--- src/synth_voice_allocator_macros.svh ---
// Assertion macros shared by the voice allocator RTL.
`ifndef SYNTH_VOICE_ALLOCATOR_MACROS_SVH
`define SYNTH_VOICE_ALLOCATOR_MACROS_SVH
`ifndef SYNTHESIS
// Check that cond holds whenever trig holds, same cycle.
`define SVA_ASSERT_IMP(lbl, trig, cond) \
    lbl: assert property (@(posedge clk) disable iff (!rst_n) (trig) |-> (cond)) \
        else $error("assertion failed");
// Check that cond holds in the cycle after trig.
`define SVA_ASSERT_NXT(lbl, trig, cond) \
    lbl: assert property (@(posedge clk) disable iff (!rst_n) (trig) |=> (cond)) \
        else $error("assertion failed");
`else
`define SVA_ASSERT_IMP(lbl, trig, cond)
`define SVA_ASSERT_NXT(lbl, trig, cond)
`endif
`endif

--- src/sva_pkg.sv ---
// Shared constants and types for the voice allocator.
package sva_pkg;
    localparam int VOICES      = 3;
    localparam int STACK_DEPTH = 16;
    localparam int VIDX_W      = 2;
    localparam int SIDX_W      = $clog2(STACK_DEPTH);
    localparam int SCNT_W      = $clog2(STACK_DEPTH + 1);
    localparam int NOTE_W      = 7;
    localparam int STAMP_W     = 32;
    localparam int FIFO_DEPTH  = 2;
    localparam int FIFO_PTR_W  = $clog2(FIFO_DEPTH);
    localparam int FIFO_CNT_W  = $clog2(FIFO_DEPTH + 1);

    localparam logic [1:0] FUNC_ON  = 2'd0;
    localparam logic [1:0] FUNC_OFF = 2'd1;
    localparam logic [1:0] FUNC_ALL = 2'd2;

    localparam logic [2:0] OP_POLY_ON  = 3'd0;
    localparam logic [2:0] OP_MONO_ON  = 3'd1;
    localparam logic [2:0] OP_POLY_OFF = 3'd2;
    localparam logic [2:0] OP_MONO_OFF = 3'd3;
    localparam logic [2:0] OP_ALL_OFF  = 3'd4;

    typedef struct packed {
        logic [2:0]        op;
        logic [NOTE_W-1:0] note;
        logic [NOTE_W-1:0] vel;
    } cmd_t;
endpackage

--- src/sva_front.sv ---
// Front end: takes note events and the mode register, classifies events into commands.
module sva_front
    import sva_pkg::*;
(
    input  logic              clk,
    input  logic              rst_n,
    input  logic              start,
    input  logic [1:0]        func,
    input  logic [NOTE_W-1:0] note,
    input  logic [NOTE_W-1:0] velocity,
    input  logic              cfg_valid,
    input  logic              cfg_data,
    input  logic              fifo_full,
    output logic              busy,
    output logic              cfg_ready,
    output logic              push,
    output cmd_t              cmd
);
    logic poly_mode_reg, poly_mode_next;
    logic [2:0] op;
    logic known;

    assign busy      = fifo_full;
    assign cfg_ready = 1'b1;
    assign poly_mode_next = (cfg_valid && cfg_ready) ? cfg_data : poly_mode_reg;

    always_comb
    begin
        known = 1'b1;
        case (func)
            FUNC_ON:  op = poly_mode_reg ? OP_POLY_ON : OP_MONO_ON;
            FUNC_OFF: op = poly_mode_reg ? OP_POLY_OFF : OP_MONO_OFF;
            FUNC_ALL: op = OP_ALL_OFF;
            default:
            begin
                // drop unknown event kinds
                op    = OP_ALL_OFF;
                known = 1'b0;
            end
        endcase
    end

    assign push     = start && !busy && known;
    assign cmd.op   = op;
    assign cmd.note = note;
    assign cmd.vel  = velocity;

    always_ff @(posedge clk or negedge rst_n)
    begin
        if (!rst_n)
            poly_mode_reg <= 1'b0;
        else
            poly_mode_reg <= poly_mode_next;
    end
endmodule

--- src/sva_fifo.sv ---
// Short command queue between front and back end.
module sva_fifo
    import sva_pkg::*;
(
    input  logic clk,
    input  logic rst_n,
    input  logic push,
    input  cmd_t push_cmd,
    input  logic pop,
    output cmd_t pop_cmd,
    output logic full,
    output logic empty
);
    `include "synth_voice_allocator_macros.svh"

    cmd_t                  slot_reg [FIFO_DEPTH];
    logic [FIFO_PTR_W-1:0] wp_reg, wp_next, rp_reg, rp_next;
    logic [FIFO_CNT_W-1:0] cnt_reg, cnt_next;
    logic                  do_push, do_pop;

    assign full    = (cnt_reg == FIFO_CNT_W'(FIFO_DEPTH));
    assign empty   = (cnt_reg == '0);
    assign do_push = push && !full;
    assign do_pop  = pop && !empty;
    assign pop_cmd = slot_reg[rp_reg];

    always_comb
    begin
        wp_next  = do_push ? FIFO_PTR_W'(wp_reg + 1'b1) : wp_reg;
        rp_next  = do_pop ? FIFO_PTR_W'(rp_reg + 1'b1) : rp_reg;
        cnt_next = cnt_reg;
        if (do_push && !do_pop)
            cnt_next = FIFO_CNT_W'(cnt_reg + 1'b1);
        else if (do_pop && !do_push)
            cnt_next = FIFO_CNT_W'(cnt_reg - 1'b1);
    end

    always_ff @(posedge clk)
    begin
        if (do_push)
            slot_reg[wp_reg] <= push_cmd;
    end

    always_ff @(posedge clk or negedge rst_n)
    begin
        if (!rst_n)
        begin
            wp_reg  <= '0;
            rp_reg  <= '0;
            cnt_reg <= '0;
        end
        else
        begin
            wp_reg  <= wp_next;
            rp_reg  <= rp_next;
            cnt_reg <= cnt_next;
        end
    end

    `SVA_ASSERT_IMP(a_cnt_range, 1'b1, cnt_reg <= FIFO_CNT_W'(FIFO_DEPTH))
    `SVA_ASSERT_IMP(a_full_not_empty, 1'b1, !(full && empty))
    `SVA_ASSERT_NXT(a_push_grows, do_push && !do_pop, !empty)
endmodule

--- src/sva_back.sv ---
// Back end: voice state, note stack and result sequencing.
module sva_back
    import sva_pkg::*;
(
    input  logic              clk,
    input  logic              rst_n,
    input  logic              fifo_empty,
    input  cmd_t              fifo_cmd,
    output logic              pop,
    output logic              result_valid,
    output logic [VIDX_W-1:0] voice,
    output logic [NOTE_W-1:0] voice_note,
    output logic [NOTE_W-1:0] voice_velocity,
    output logic              gate,
    output logic              restart,
    output logic              last
);
    `include "synth_voice_allocator_macros.svh"

    localparam logic [3:0] S_IDLE     = 4'd0;
    localparam logic [3:0] S_PSCAN    = 4'd1;
    localparam logic [3:0] S_PON      = 4'd2;
    localparam logic [3:0] S_POFF     = 4'd3;
    localparam logic [3:0] S_RM_RD    = 4'd4;
    localparam logic [3:0] S_RM_CMP   = 4'd5;
    localparam logic [3:0] S_SH_RD    = 4'd6;
    localparam logic [3:0] S_SH_WR    = 4'd7;
    localparam logic [3:0] S_PUSH     = 4'd8;
    localparam logic [3:0] S_TOP_RD   = 4'd9;
    localparam logic [3:0] S_TOP_WAIT = 4'd10;
    localparam logic [3:0] S_EMIT     = 4'd11;

    localparam logic [1:0] K_ON  = 2'd0;
    localparam logic [1:0] K_LEG = 2'd1;
    localparam logic [1:0] K_REL = 2'd2;

    localparam logic [VIDX_W-1:0] V_LAST = VIDX_W'(VOICES - 1);

    logic [3:0]         state_reg, state_next;
    cmd_t               cmd_reg, cmd_next;
    logic [1:0]         kind_reg, kind_next;
    logic [VIDX_W-1:0]  vidx_reg, vidx_next;
    logic [VIDX_W-1:0]  target_reg, target_next;
    logic               free_reg, free_next;
    logic [STAMP_W-1:0] oldest_reg, oldest_next;
    logic [STAMP_W-1:0] stamp_cnt_reg, stamp_cnt_next;
    logic [SCNT_W-1:0]  sidx_reg, sidx_next;
    logic [SCNT_W-1:0]  count_reg, count_next;
    logic [NOTE_W-1:0]  top_reg, top_next;

    logic [NOTE_W-1:0]  vnote_reg [VOICES];
    logic [NOTE_W-1:0]  vnote_next [VOICES];
    logic [NOTE_W-1:0]  vvel_reg [VOICES];
    logic [NOTE_W-1:0]  vvel_next [VOICES];
    logic [STAMP_W-1:0] vstamp_reg [VOICES];
    logic [STAMP_W-1:0] vstamp_next [VOICES];
    logic [VOICES-1:0]  vact_reg, vact_next;

    logic               ov_reg, ov_next;
    logic [VIDX_W-1:0]  ovoice_reg, ovoice_next;
    logic [NOTE_W-1:0]  onote_reg, onote_next;
    logic [NOTE_W-1:0]  ovel_reg, ovel_next;
    logic               ogate_reg, ogate_next;
    logic               orst_reg, orst_next;
    logic               olast_reg, olast_next;

    logic [NOTE_W-1:0]  stack_mem [STACK_DEPTH];
    logic [NOTE_W-1:0]  rd_data_reg;
    logic               rd_en, we;
    logic [SIDX_W-1:0]  rd_addr, wa;
    logic [NOTE_W-1:0]  wd;
    logic [SCNT_W-1:0]  sidx_inc;

    assign sidx_inc = SCNT_W'(sidx_reg + 1'b1);

    always_comb
    begin
        state_next     = state_reg;
        cmd_next       = cmd_reg;
        kind_next      = kind_reg;
        vidx_next      = vidx_reg;
        target_next    = target_reg;
        free_next      = free_reg;
        oldest_next    = oldest_reg;
        stamp_cnt_next = stamp_cnt_reg;
        sidx_next      = sidx_reg;
        count_next     = count_reg;
        top_next       = top_reg;
        vnote_next     = vnote_reg;
        vvel_next      = vvel_reg;
        vstamp_next    = vstamp_reg;
        vact_next      = vact_reg;
        ov_next        = 1'b0;
        ovoice_next    = ovoice_reg;
        onote_next     = onote_reg;
        ovel_next      = ovel_reg;
        ogate_next     = ogate_reg;
        orst_next      = orst_reg;
        olast_next     = olast_reg;
        pop            = 1'b0;
        rd_en          = 1'b0;
        rd_addr        = '0;
        we             = 1'b0;
        wa             = '0;
        wd             = cmd_reg.note;

        case (state_reg)
            S_IDLE:
            begin
                if (!fifo_empty)
                begin
                    pop         = 1'b1;
                    cmd_next    = fifo_cmd;
                    vidx_next   = '0;
                    sidx_next   = '0;
                    free_next   = 1'b0;
                    oldest_next = '1;
                    target_next = '0;
                    case (fifo_cmd.op)
                        OP_POLY_ON:  state_next = S_PSCAN;
                        OP_POLY_OFF: state_next = S_POFF;
                        OP_MONO_ON:  state_next = S_RM_RD;
                        OP_MONO_OFF: state_next = S_RM_RD;
                        OP_ALL_OFF:
                        begin
                            kind_next  = K_REL;
                            count_next = '0;
                            state_next = S_EMIT;
                        end
                        default: state_next = S_IDLE;
                    endcase
                end
            end
            S_PSCAN:
            begin
                // first free voice wins, else strictly oldest stamp
                if (!free_reg)
                begin
                    if (!vact_reg[vidx_reg])
                    begin
                        target_next = vidx_reg;
                        free_next   = 1'b1;
                    end
                    else if (vstamp_reg[vidx_reg] < oldest_reg)
                    begin
                        target_next = vidx_reg;
                        oldest_next = vstamp_reg[vidx_reg];
                    end
                end
                if (vidx_reg == V_LAST)
                begin
                    vidx_next  = target_next;
                    state_next = S_PON;
                end
                else
                    vidx_next = VIDX_W'(vidx_reg + 1'b1);
            end
            S_PON:
            begin
                stamp_cnt_next        = STAMP_W'(stamp_cnt_reg + 1'b1);
                vnote_next[vidx_reg]  = cmd_reg.note;
                vvel_next[vidx_reg]   = cmd_reg.vel;
                vact_next[vidx_reg]   = 1'b1;
                vstamp_next[vidx_reg] = stamp_cnt_next;
                ov_next     = 1'b1;
                ovoice_next = vidx_reg;
                onote_next  = cmd_reg.note;
                ovel_next   = cmd_reg.vel;
                ogate_next  = 1'b1;
                orst_next   = 1'b1;
                olast_next  = 1'b1;
                state_next  = S_IDLE;
            end
            S_POFF:
            begin
                if (vact_reg[vidx_reg] && vnote_reg[vidx_reg] == cmd_reg.note)
                begin
                    vact_next[vidx_reg]  = 1'b0;
                    vnote_next[vidx_reg] = '0;
                    vvel_next[vidx_reg]  = '0;
                    ov_next     = 1'b1;
                    ovoice_next = vidx_reg;
                    onote_next  = '0;
                    ovel_next   = '0;
                    ogate_next  = 1'b0;
                    orst_next   = 1'b0;
                    olast_next  = 1'b1;
                    state_next  = S_IDLE;
                end
                else if (vidx_reg == V_LAST)
                    state_next = S_IDLE;
                else
                    vidx_next = VIDX_W'(vidx_reg + 1'b1);
            end
            S_RM_RD:
            begin
                if (sidx_reg >= count_reg)
                begin
                    vidx_next = '0;
                    if (cmd_reg.op == OP_MONO_ON)
                        state_next = S_PUSH;
                    else if (count_reg != '0)
                        state_next = S_TOP_RD;
                    else
                    begin
                        kind_next  = K_REL;
                        state_next = S_EMIT;
                    end
                end
                else
                begin
                    rd_en      = 1'b1;
                    rd_addr    = sidx_reg[SIDX_W-1:0];
                    state_next = S_RM_CMP;
                end
            end
            S_RM_CMP:
            begin
                if (rd_data_reg == cmd_reg.note)
                    state_next = S_SH_RD;
                else
                begin
                    sidx_next  = sidx_inc;
                    state_next = S_RM_RD;
                end
            end
            S_SH_RD:
            begin
                if (sidx_inc >= count_reg)
                begin
                    // close the gap: drop one entry and leave the scan
                    count_next = SCNT_W'(count_reg - 1'b1);
                    sidx_next  = count_reg;
                    state_next = S_RM_RD;
                end
                else
                begin
                    rd_en      = 1'b1;
                    rd_addr    = sidx_inc[SIDX_W-1:0];
                    state_next = S_SH_WR;
                end
            end
            S_SH_WR:
            begin
                we         = 1'b1;
                wa         = sidx_reg[SIDX_W-1:0];
                wd         = rd_data_reg;
                sidx_next  = sidx_inc;
                state_next = S_SH_RD;
            end
            S_PUSH:
            begin
                if (count_reg < SCNT_W'(STACK_DEPTH))
                begin
                    we         = 1'b1;
                    wa         = count_reg[SIDX_W-1:0];
                    count_next = SCNT_W'(count_reg + 1'b1);
                end
                kind_next  = K_ON;
                state_next = S_EMIT;
            end
            S_TOP_RD:
            begin
                rd_en      = 1'b1;
                rd_addr    = SIDX_W'(count_reg - 1'b1);
                state_next = S_TOP_WAIT;
            end
            S_TOP_WAIT:
            begin
                top_next   = rd_data_reg;
                kind_next  = K_LEG;
                state_next = S_EMIT;
            end
            S_EMIT:
            begin
                ov_next     = 1'b1;
                ovoice_next = vidx_reg;
                olast_next  = (vidx_reg == V_LAST);
                case (kind_reg)
                    K_ON:
                    begin
                        stamp_cnt_next        = STAMP_W'(stamp_cnt_reg + 1'b1);
                        vnote_next[vidx_reg]  = cmd_reg.note;
                        vvel_next[vidx_reg]   = cmd_reg.vel;
                        vact_next[vidx_reg]   = 1'b1;
                        vstamp_next[vidx_reg] = stamp_cnt_next;
                        onote_next = cmd_reg.note;
                        ovel_next  = cmd_reg.vel;
                        ogate_next = 1'b1;
                        orst_next  = 1'b1;
                    end
                    K_LEG:
                    begin
                        vnote_next[vidx_reg] = top_reg;
                        onote_next = vact_reg[vidx_reg] ? top_reg : '0;
                        ovel_next  = vact_reg[vidx_reg] ? vvel_reg[vidx_reg] : '0;
                        ogate_next = vact_reg[vidx_reg];
                        orst_next  = 1'b0;
                    end
                    default:
                    begin
                        vact_next[vidx_reg]  = 1'b0;
                        vnote_next[vidx_reg] = '0;
                        vvel_next[vidx_reg]  = '0;
                        onote_next = '0;
                        ovel_next  = '0;
                        ogate_next = 1'b0;
                        orst_next  = 1'b0;
                        count_next = '0;
                    end
                endcase
                if (vidx_reg == V_LAST)
                    state_next = S_IDLE;
                else
                    vidx_next = VIDX_W'(vidx_reg + 1'b1);
            end
            default: state_next = S_IDLE;
        endcase
    end

    always_ff @(posedge clk)
    begin
        if (we)
            stack_mem[wa] <= wd;
        if (rd_en)
            rd_data_reg <= stack_mem[rd_addr];
    end

    always_ff @(posedge clk)
    begin
        cmd_reg     <= cmd_next;
        kind_reg    <= kind_next;
        target_reg  <= target_next;
        oldest_reg  <= oldest_next;
        top_reg     <= top_next;
        ovoice_reg  <= ovoice_next;
        onote_reg   <= onote_next;
        ovel_reg    <= ovel_next;
        ogate_reg   <= ogate_next;
        orst_reg    <= orst_next;
        olast_reg   <= olast_next;
    end

    always_ff @(posedge clk or negedge rst_n)
    begin
        if (!rst_n)
        begin
            state_reg     <= S_IDLE;
            vidx_reg      <= '0;
            free_reg      <= 1'b0;
            sidx_reg      <= '0;
            count_reg     <= '0;
            stamp_cnt_reg <= '0;
            vact_reg      <= '0;
            ov_reg        <= 1'b0;
            for (int i = 0; i < VOICES; i++)
            begin
                vnote_reg[i]  <= '0;
                vvel_reg[i]   <= '0;
                vstamp_reg[i] <= '0;
            end
        end
        else
        begin
            state_reg     <= state_next;
            vidx_reg      <= vidx_next;
            free_reg      <= free_next;
            sidx_reg      <= sidx_next;
            count_reg     <= count_next;
            stamp_cnt_reg <= stamp_cnt_next;
            vact_reg      <= vact_next;
            ov_reg        <= ov_next;
            vnote_reg     <= vnote_next;
            vvel_reg      <= vvel_next;
            vstamp_reg    <= vstamp_next;
        end
    end

    assign result_valid   = ov_reg;
    assign voice          = ovoice_reg;
    assign voice_note     = onote_reg;
    assign voice_velocity = ovel_reg;
    assign gate           = ogate_reg;
    assign restart        = orst_reg;
    assign last           = olast_reg;

    `SVA_ASSERT_IMP(a_count_max, 1'b1, count_reg <= SCNT_W'(STACK_DEPTH))
    `SVA_ASSERT_IMP(a_release_zero, ov_reg && !ogate_reg, onote_reg == '0 && ovel_reg == '0)
    `SVA_ASSERT_IMP(a_mid_event_busy, ov_reg && !olast_reg, state_reg == S_EMIT)
    `SVA_ASSERT_NXT(a_restart_gated, ov_next && orst_next, ogate_reg)
endmodule

--- src/synth_voice_allocator.sv ---
// Top level of the note-event voice allocator.
//
// Input channel: drive func, note and velocity with start; an event is taken
// at a rising edge where start is high and busy is low. busy rises only when
// the two-entry command queue is full. Unknown event kinds are dropped.
// Mode register: cfg_data is written when cfg_valid is high (cfg_ready is
// always high); write it only while no event is pending.
// Results: one beat per cycle marked by result_valid, last high on the final
// beat of an event. The receiver cannot stall: every beat is taken as shown.
// Per event: poly note on scans the voices and emits one beat, poly note
// off scans for the note and emits at most one beat, and all notes off emits
// one beat per voice. Mono events scan the note stack entry by entry and
// shift the entries above a match down, then emit one beat per voice.
// The front end keeps accepting while the back end works, up to the queue
// depth. Reset clears the voices, the stamps, the stack count, the queue and
// selects mono mode; stack entries are not cleared.
module synth_voice_allocator
    import sva_pkg::*;
(
    input  logic              clk,
    input  logic              rst_n,
    input  logic              start,
    output logic              busy,
    input  logic [1:0]        func,
    input  logic [NOTE_W-1:0] note,
    input  logic [NOTE_W-1:0] velocity,
    input  logic              cfg_valid,
    output logic              cfg_ready,
    input  logic              cfg_data,
    output logic              result_valid,
    output logic [VIDX_W-1:0] voice,
    output logic [NOTE_W-1:0] voice_note,
    output logic [NOTE_W-1:0] voice_velocity,
    output logic              gate,
    output logic              restart,
    output logic              last
);
    // command queue hookup between front and back
    logic fifo_full, fifo_empty, push, pop;
    cmd_t push_cmd, pop_cmd;

    sva_front u_front (
        .clk       (clk),
        .rst_n     (rst_n),
        .start     (start),
        .func      (func),
        .note      (note),
        .velocity  (velocity),
        .cfg_valid (cfg_valid),
        .cfg_data  (cfg_data),
        .fifo_full (fifo_full),
        .busy      (busy),
        .cfg_ready (cfg_ready),
        .push      (push),
        .cmd       (push_cmd)
    );

    sva_fifo u_fifo (
        .clk      (clk),
        .rst_n    (rst_n),
        .push     (push),
        .push_cmd (push_cmd),
        .pop      (pop),
        .pop_cmd  (pop_cmd),
        .full     (fifo_full),
        .empty    (fifo_empty)
    );

    // back end owns voice state and the note stack
    sva_back u_back (
        .clk            (clk),
        .rst_n          (rst_n),
        .fifo_empty     (fifo_empty),
        .fifo_cmd       (pop_cmd),
        .pop            (pop),
        .result_valid   (result_valid),
        .voice          (voice),
        .voice_note     (voice_note),
        .voice_velocity (voice_velocity),
        .gate           (gate),
        .restart        (restart),
        .last           (last)
    );
endmodule

--- config.mk ---
export PLATFORM = sky130hd
export DESIGN_NAME = synth_voice_allocator
export DESIGN_NICKNAME = d
export VERILOG_FILES = /design/src/sva_pkg.sv /design/src/sva_front.sv /design/src/sva_fifo.sv /design/src/sva_back.sv /design/src/synth_voice_allocator.sv
export VERILOG_INCLUDE_DIRS = /design/src /design/src/src
export SDC_FILE = /design/constraint.sdc
export NUM_CORES = 1
export LEC_CHECK = 0
export ABC_CLOCK_PERIOD_IN_PS = 7200
export BUFFER_PORTS_ARGS = -buffer_cell sky130_fd_sc_hd__buf_2
export CAP_MARGIN = 20
export CORE_ASPECT_RATIO = 0.8
export CORE_UTILIZATION = 50
export DETAILED_ROUTE_END_ITERATION = 6
export PLACE_DENSITY = 0.66
export SLEW_MARGIN = 20
export SYNTH_ARGS = -nofsm -noshare
export SYNTH_HDL_FRONTEND = slang
export SYNTH_SLANG_ARGS = --single-unit
--- constraint.sdc ---
create_clock -name clk -period 7.2 [get_ports clk]
set_input_delay 1.44 -clock clk [delete_from_list [all_inputs] [get_ports clk]]
set_output_delay 1.44 -clock clk [all_outputs]
set_load 0.02 [all_outputs]
==> run metrics <==
status=complete, no violations; Setup Buffers After CTS=0; clk slew on worst S/H paths=0.06 ns; Cell Chain, Critical Path=nor2b_4 -> buf_4 -> nand2_1 -> o21ai_0 -> ha_1 -> a21oi_1 -> nand2_1 -> a221oi_1 -> o311ai_0 -> a21oi_1 -> nand2b_1 -> a21oi_4; min Tclk post-route=4.86 ns; final count of negative-setup-slack endpoints=0; share of layout cells above drive strength 1=12.2%; data required time at the worst endpoint=roughly 7.4 ns; final worst-path cycle share=67.6%; Hold Crit Start=u_back.vstamp_reg[3]$_DFFE_PN0P_; max reg flops=112; DR vias=13172; die height=between 150 and 200 µm; HPWL after DPL=28900 µm; CTS sink count=428; R2R Setup Slk=2.34 ns; fin area=22200 µm²; Worst Tran Pin Value=1.05 ns; drt pass-1 iters=5; async set-reset flop share out of synthesis=45.8%; synthesized area=20100 µm²; multi-input logic area=7630 µm²; R2R Path End=u_back.oldest_reg[10]$_SDFFCE_PN1P_; post-synth net total=approximately 1800; Site Rows=65; hold path cells=2; port bufs=41; Leak Pwr=9.07 nW; Die W=226 µm; Gate Count Post-Synth=1752; final setup skew=around 0.018 ns; Startpoint Class=flop; initial antenna violation count=0; antenna-violating nets left=0; antenna fix cells=0; htree depth=2; Distinct cells, synth=74; Setup CP Type=flop to flop; Avg Inst Size Synth=~11 µm²; number of enable flip-flop cells after synthesis=between 200 and 250; post-place instance area=20700 µm²; Hold Path End=u_back.vstamp_reg[3]$_DFFE_PN0P_; Top delay family on crit path=compound AO/OA/AOI/OAI gates; first-pass GRT wire length=70900 µm; post-place setup slack=between 2 and 2.5 ns; setup tns final=0 ns; Avg WL per Cell=19.0 µm; largest net degree at the start of global routing=77; Tot GR Track Use=21.9%; CP endpoint kind=flop; vias per cell=5.68; Final Hold Vio Count=0; Fmax=0.206 GHz; Core ar.=slightly below 40000 µm²; Slew headroom=between 20 and 30%; final net count=roughly 1800; Largest stage delay, worst path=0.85 ns; number of synthesized register bits=428; Post-Route WL=44000 µm; peak supply drop=~0.24 mV; Hold Buf Count CTS=0; hold crit path type=flop to flop; Max-cap violations=0; CTS tree=yes; Final GP Congestion=0.851; Reg area=11900 µm²; Cell Pwr Density=391 nW/µm²; clock insertion delay at the later pin of the skew report=0.55 ns; Layout area overhead=10.3%; sequential share of the synthesized area=59.0%; crit path DAT=5.02 ns; DRC viols=0; fin worst setup slack=around 2.3 ns; Detailed Route Iter0 Violations=approximately 1100; initial cell density of the core=about half; fin. max-slew vios=0; I/O pins=between 40 and 50; RSZ-0062 raised after global routing=false; die area=41100 µm²; filler instances=~3300; vias in the first global route=12825; CP max-delay cell=a21oi_4; yosys warns=0; Reg2Reg Depth=12; RR Startpoint=u_back.vidx_reg[0]$_DFFE_PN0P_; CTS Buffer Depth=3; post-CTS sizing=0; Clk Tree Root Cell=clkbuf_16; WP buf/inv=1; crit-path max FO=32; dominant synthesized flop cell=edfxtp_1; GRT overflow=0; CTS Buf Count=43
[layer usage]
| metal | GRT usage (%) | vias up | part of all wire, % |
|---|---|---|---|
| met5 | 0 | - | 0 |
| met2 | 32.6 | 350 | 44 |
| li1 | - | 6258 | - |
| met3 | 4.14 | 60 | 6.1 |
| met1 | 33.1 | 6504 | 48 |
| met4 | 4.97 | 0 | 1.8 |
[power by group]
group	switching, W	internal [W]	leakage, nW	total [W]
clock network	0.000941	0.00137	0.707	0.00231
registers	0.000391	0.00331	4.72	0.00370
logic	0.00170	0.000966	3.64	0.00266
total	0.00303	0.00565	9.07	0.00868
[how the worst max path moves through the flow]
| stage | end | start | cells past startpoint |
|---|---|---|---|
| after floorplan | u_back.oldest_reg[0]$_SDFFCE_PN1P_ | u_back.vidx_reg[0]$_DFFE_PN0P_ | 13 |
| after global placement | u_back.oldest_reg[15]$_SDFFCE_PN1P_ | u_back.vidx_reg[0]$_DFFE_PN0P_ | 12 |
| after detailed placement | u_back.oldest_reg[30]$_SDFFCE_PN1P_ | u_back.vidx_reg[0]$_DFFE_PN0P_ | 12 |
| after CTS | u_back.oldest_reg[15]$_SDFFCE_PN1P_ | u_back.vidx_reg[0]$_DFFE_PN0P_ | 12 |
| after global routing | u_back.oldest_reg[15]$_SDFFCE_PN1P_ | u_back.vidx_reg[0]$_DFFE_PN0P_ | 11 |
| final | u_back.oldest_reg[10]$_SDFFCE_PN1P_ | u_back.vidx_reg[0]$_DFFE_PN0P_ | 12 |
[cell usage after synthesis, types with 18 or more instances]
cell type / number / area share, %
ha_1: 49 / 3.0
a22o_1: 18 / 0.78
nand3_1: 62 / 1.5
nand2_1: 281 / 5.2
nor2_1: 61 / 1.1
mux2_2: 64 / 3.6
a21oi_1: 26 / 0.65
xnor2_1: 54 / 2.4
mux2i_1: 61 / 3.0
nand2b_1: 38 / 1.2
dfrtp_1: 196 / 24
clkbuf_1: 80 / 1.5
and3_1: 19 / 0.59
inv_1: 63 / 1.2
o21ai_0: 155 / 3.9
edfxtp_1: 232 / 35
xor2_1: 32 / 1.4
[layout make-up]
type,instances,area share (%)
Inverter,63,1.07
Clock inverter,17,1.01
Sequential cell,428,53.5
Clock buffer,63,5.55
Tap cell,536,3.02
Timing Repair Buffer,56,1.47
Multi-Input combinational cell,1156,34.4
[cells by family after synthesis]
| family | after synthesis | synth area share (%) |
|---|---|---|
| simple gates | 549 | 12.5 |
| flops | 428 | 59.0 |
| compound gates | 346 | 11.7 |
| buf+inv | 168 | 3.36 |
| mux | 125 | 6.62 |
| xor+xnor | 86 | 3.74 |
| fa+ha+maj | 49 | 3.05 |
| other cells | 1 | 0.0186 |
[cells in the final DEF, fill, tap and decap left out, types with 32 or more instances in the layout]
cell         n
nand2_1    278
clkbuf_16   44
ha_1        49
xnor2_1     54
buf_2       40
nand2b_1    38
nand3_1     62
dfrtp_1    194
xor2_1      32
mux2_2      64
nor2_1      61
inv_1       63
edfxtp_1   232
o21ai_0    155
mux2i_1     61
[per-stage QoR]
step	cells	hold slack (ns)	utilization, %	power (W)
floorplan	1752	0.448	-	0.00558
CTS	2319	0.485	56.1	0.00872
global placement	2239	0.462	52.4	0.00631
detailed placement	2239	0.470	52.4	0.00639
global route	2319	0.507	56.2	0.00916
finish	2319	0.480	56.2	0.00868
[worst min-delay path: cells and delay by family (launching register included)]
| kind | cells | cell delay [ns] |
|---|---|---|
| AND/OR/NAND/NOR | 1 | 0.05 |
| AO/OA/AOI/OAI | 1 | 0.06 |
| flip-flops | 1 | 0.34 |
No activity file was read; power rests on OpenSTA's default activity.
